`config.mk`:
```
export PLATFORM = sky130hd
export DESIGN_NAME = rme_vec_cell
export DESIGN_NICKNAME = d
export VERILOG_FILES = /design/src/sv/rme_pkg.sv /design/src/sv/rme_vec_cell.sv
export SDC_FILE = /design/constraint.sdc
export NUM_CORES = 1
export LEC_CHECK = 0
export ABC_AREA = 1
export BUFFER_PORTS_ARGS = -buffer_cell sky130_fd_sc_hd__buf_2
export CAP_MARGIN = 10
export CELL_PAD_IN_SITES_DETAIL_PLACEMENT = 0
export CELL_PAD_IN_SITES_GLOBAL_PLACEMENT = 1
export CORE_ASPECT_RATIO = 0.9
export CORE_MARGIN = 1
export CORE_UTILIZATION = 44
export DETAILED_ROUTE_END_ITERATION = 6
export GPL_ROUTABILITY_DRIVEN = 0
export PLACE_DENSITY = 0.89
export SKIP_CTS_REPAIR_TIMING = 1
export SYNTH_ARGS = -nofsm -noshare
export SYNTH_HDL_FRONTEND = slang
export SYNTH_SLANG_ARGS = --single-unit
```
`constraint.sdc`:
```
create_clock -name clk -period 7.4 [get_ports clk]
set_input_delay 0.37 -clock clk [delete_from_list [all_inputs] [get_ports clk]]
set_output_delay 0.37 -clock clk [all_outputs]
set_load 0.005 [all_outputs]
```
`src/sv/rme_pkg.sv`:
```
`timescale 1ns / 1ps
package rme_pkg;
  localparam int Steps = 17;
  localparam int VecW = 40;
  localparam int AngW = 20;
  localparam logic signed [AngW-1:0] PiZ = 20'sd205887;
  localparam logic signed [AngW-1:0] PiQ13 = 20'sd25736;
  localparam logic signed [31:0] GainQ30 = 32'sd1768195363;

  typedef logic signed [VecW-1:0] vec_t;
  typedef logic signed [AngW-1:0] ang_t;

  function automatic ang_t atan_lut(input int i);
    case (i)
      0: atan_lut = 20'sd51472;
      1: atan_lut = 20'sd30386;
      2: atan_lut = 20'sd16055;
      3: atan_lut = 20'sd8150;
      4: atan_lut = 20'sd4091;
      5: atan_lut = 20'sd2047;
      6: atan_lut = 20'sd1024;
      7: atan_lut = 20'sd512;
      8: atan_lut = 20'sd256;
      9: atan_lut = 20'sd128;
      10: atan_lut = 20'sd64;
      11: atan_lut = 20'sd32;
      12: atan_lut = 20'sd16;
      13: atan_lut = 20'sd8;
      14: atan_lut = 20'sd4;
      15: atan_lut = 20'sd2;
      16: atan_lut = 20'sd1;
      default: atan_lut = '0;
    endcase
  endfunction

  typedef struct packed {
    logic vld;
    logic zero;
    vec_t x0, y0, x1, y1, x2, y2;
    ang_t z;
  } yaw_cell_t;

  typedef struct packed {
    logic vld;
    logic zero;
    vec_t x, y;
    ang_t z;
  } vec_cell_t;

  function automatic logic signed [15:0] to_q13(input ang_t z);
    ang_t s, q;
    s = z + 20'sd4;
    q = s >>> 3;
    if (q >= PiQ13) q = q - (PiQ13 <<< 1);
    if (q < -PiQ13) q = q + (PiQ13 <<< 1);
    to_q13 = q[15:0];
  endfunction
endpackage

```
`src/sv/rme_vec_cell.sv`:
```
`timescale 1ns / 1ps
module rme_vec_cell (
  input  logic clk,
  input  logic rst_n,
  input  int unsigned idx,
  input  rme_pkg::vec_cell_t d,
  output rme_pkg::vec_cell_t q
);
  import rme_pkg::*;
  vec_cell_t q_r, q_nxt;
  always_comb begin
    q_nxt = d;
    if (!d.zero) begin
      if (d.y >= 0) begin
        q_nxt.x = d.x + (d.y >>> idx); q_nxt.y = d.y - (d.x >>> idx);
        q_nxt.z = d.z + atan_lut(idx);
      end else begin
        q_nxt.x = d.x - (d.y >>> idx); q_nxt.y = d.y + (d.x >>> idx);
        q_nxt.z = d.z - atan_lut(idx);
      end
    end
    if (!rst_n) q_nxt.vld = 1'b0;
  end
  always_ff @(posedge clk) begin
    q_r <= q_nxt;
  end
  assign q = q_r;
endmodule

```
==> metrics.md <==
| Metric | Value |
|---|---|
| CTS tree | done |
| Number of global-route vias before repair | 19,820 |
| Max reg flops | 102 |
| Slowest CP cell | nand2_2 |
| DIE WIDTH | 212.1 um |
| Worst Path Required | 7630 ps |
| Area Growth Syn to Fin | 9.589% |
| Peak supply drop | 0.1287 mV |
| Detail Route Antenna Nets | 0 |
| Layout Utilization | 49.50% |
| Post-synth top flop | dfxtp_1 |
| 1st-iter DRT viols | 3,065 |
| Die height | 191.1 um |
| Tightest Hold Check Type | in2reg |
| Synth top cells by count | nand2_1, nand3_1, inv_1 |
| Avg Cell Area, Syn | 5.437 um^2 |
| Root Driver | clkbuf_16 |
| Largest area contributor in the netlist | nand2_1 |
| Sw frac | 48.15% |
| TritonCTS Buffers | 9 |
| Die ar. | 40,540 um^2 |
| Netlist cell types | 55 |
| Crit path arrival time | 6700 ps |
| CP peak stage delay | 590 ps |
| Routed vias | 22,630 |
| Clk buf depth | 2 |
| Critical Setup Path Class | in2reg |
| Most common cell on crit path | nand2_1 |
| Clk sinks | 102 |
| Initial Util | 45.16% |
| Post-Synthesis Cells | 3,216 |
| Startpoint type of the worst setup path | primary input |
| Synth Register Bits | 102 |
| Post-placement cell area | 18,890 um^2 |
| Comb pwr share | 59.7% |
| GRT Total Usage | 33.67% |
| Switching power | 1.337 mW |
| Final nets | 3,610 |
| Critical Path End Type | flop |
| Via/cell ratio | 5.825 |
| First-pass GRT wire length | 107,500 um |
| Synthesized area | 17,480 um^2 |
| TNS Setup | 0 ps |
| ANT cells | 0 |
| Initial antenna violation count | 0 |
| Share of cells above drive strength 1 | 12.38% |
| Max-slew headroom | 36.69% |
| Int Power | 1.439 mW |
| Num rows | 68 |
| Worst Tran Pin Value | 949.6 ps |
| Design Area, Final | 19,160 um^2 |
| Core area | 38,710 um^2 |
| Largest net degree at the start of global routing | 84 |
| Grt ovf | 0 |
| Most common cell in the netlist | nand2_1 |
| Fmax | 154.6 MHz |
| DP HPWL | 57,210 um |
| # port buffers | 237 |
| Top Ports | 238 |
| Clock slew seen by the registers of the worst setup and hold paths | 70 ps |
| Synth Net Count | 3,470 |
| Critical path peak fanout | 39 |
| Final hold vios | 0 |
| Post-synth EDFFs | 0 |
| Leak | 10.10 nW |
| Final setup vio count | 0 |
| FFs w/ async S/R, synth | 0% |
| Sequential share of power | 23.9% |
| Top-area cell type share of the netlist area | 20.27% |
| Final period utilization | 87.44% |
| Outcome | completed |
| Most area-consuming cells after synthesis | nand2_1, nand3_1, dfxtp_1 |
| Routed wire length | 69,780 um |
| Slew Viols, Final | 0 |
| Remaining routing DRC violations | 0 |
| Power Dens Cells | 144.9 nW/um^2 |
| Yosys synthesis warning count | 0 |
| RSZ-0062 raised after global routing | false |
| H-tree Lvls | 3 |
| Clk pwr share | 16.3% |
| Max_cap viols | 0 |
| Final min period | 6470 ps |
| Sequential area share after synthesis | 11.68% |
| Wirelength per Cell | 17.96 um |
| First-pass detailed-route iteration total | 6 |
worst max-delay path: cells and delay by family:
family	cells	cell delay [ps]
AO/OA/AOI/OAI	10	2020
XOR/XNOR	1	90
adder cells (fa/ha/maj)	2	710
buffers and inverters	4	400
AND/OR/NAND/NOR	23	3070
cells by family (layout without fill, tap and decap cells):
kind of cell | after synthesis | after routing | share of synthesized area [%]
flops | 102 | 102 | 11.68
buf+inv | 452 | 596 | 10.85
compound gates | 426 | 426 | 13.16
simple gates | 2035 | 2035 | 51.58
xor+xnor | 83 | 83 | 4.158
fa+ha+maj | 118 | 118 | 8.573
final timing paths:
path	start	to	slack (ps)	cells after the start
hold / removal	d[101]	q[101]	170	3
setup / recovery	idx[29]	q[53]	930	40
power groups by stage:
stage | combinational (mW) | clock, mW | sequential, mW
after global routing | 1.83 | 0.491 | 0.671
final | 1.66 | 0.454 | 0.664
after floorplan | 1.07 | 0 | 0.689
after detailed placement | 1.60 | 0 | 0.676
after CTS | 1.61 | 0.464 | 0.664
after global placement | 1.59 | 0 | 0.674
per-layer routing:
metal	track usage (%)	wire length [um]	vias up
met5	0	0	-
li1	-	-	10930
met2	51.35	29170	1260
met1	46.99	30720	10300
met3	6.374	7822	140
met4	11.34	2068	0
final cells by class:
| cell class | count | area [um^2] |
|---|---|---|
| fill | 4275 | 19550 |
| multi-input combinational | 2662 | 13550 |
| sequential | 102 | 2042 |
| timing repair buffer | 272 | 1474 |
| inverter | 309 | 1160 |
| tap | 525 | 656.9 |
| clock buffer | 10 | 239.0 |
| clock inverter | 5 | 35.03 |
metrics by stage:
stage          power (mW)  std cells  hold WS (ps)  worst slack, ps
2_1_floorplan       1.762       3216         397.7             2449
3_3_place_gp        2.262       3870         557.2            808.5
3_5_place_dp        2.280       3870         561.5            672.2
4_1_cts             2.741       3885         162.7             1070
5_1_grt             2.991       3885         177.8            163.1
6_report            2.776       3885         172.7            929.8
placed cells by master, fill, tap and decap left out, drive strengths merged, types with 2 or more instances in the layout:
cell type,count
o41ai,2
fa,3
clkbuf,10
nor2,272
xnor2,29
nand3,662
o211ai,5
inv,308
o22ai,2
a21o,5
o21ai,185
o221ai,3
buf,272
nand3b,11
o21bai,6
ha,115
nor4,9
nor3,25
nand2,972
o31ai,6
or2,49
and3,2
a31oi,14
dfxtp,102
a21boi,4
xor2,54
o21a,6
clkinv,5
a21oi,181
nand4,31
Note: power is estimated with default switching activity, not from simulation.
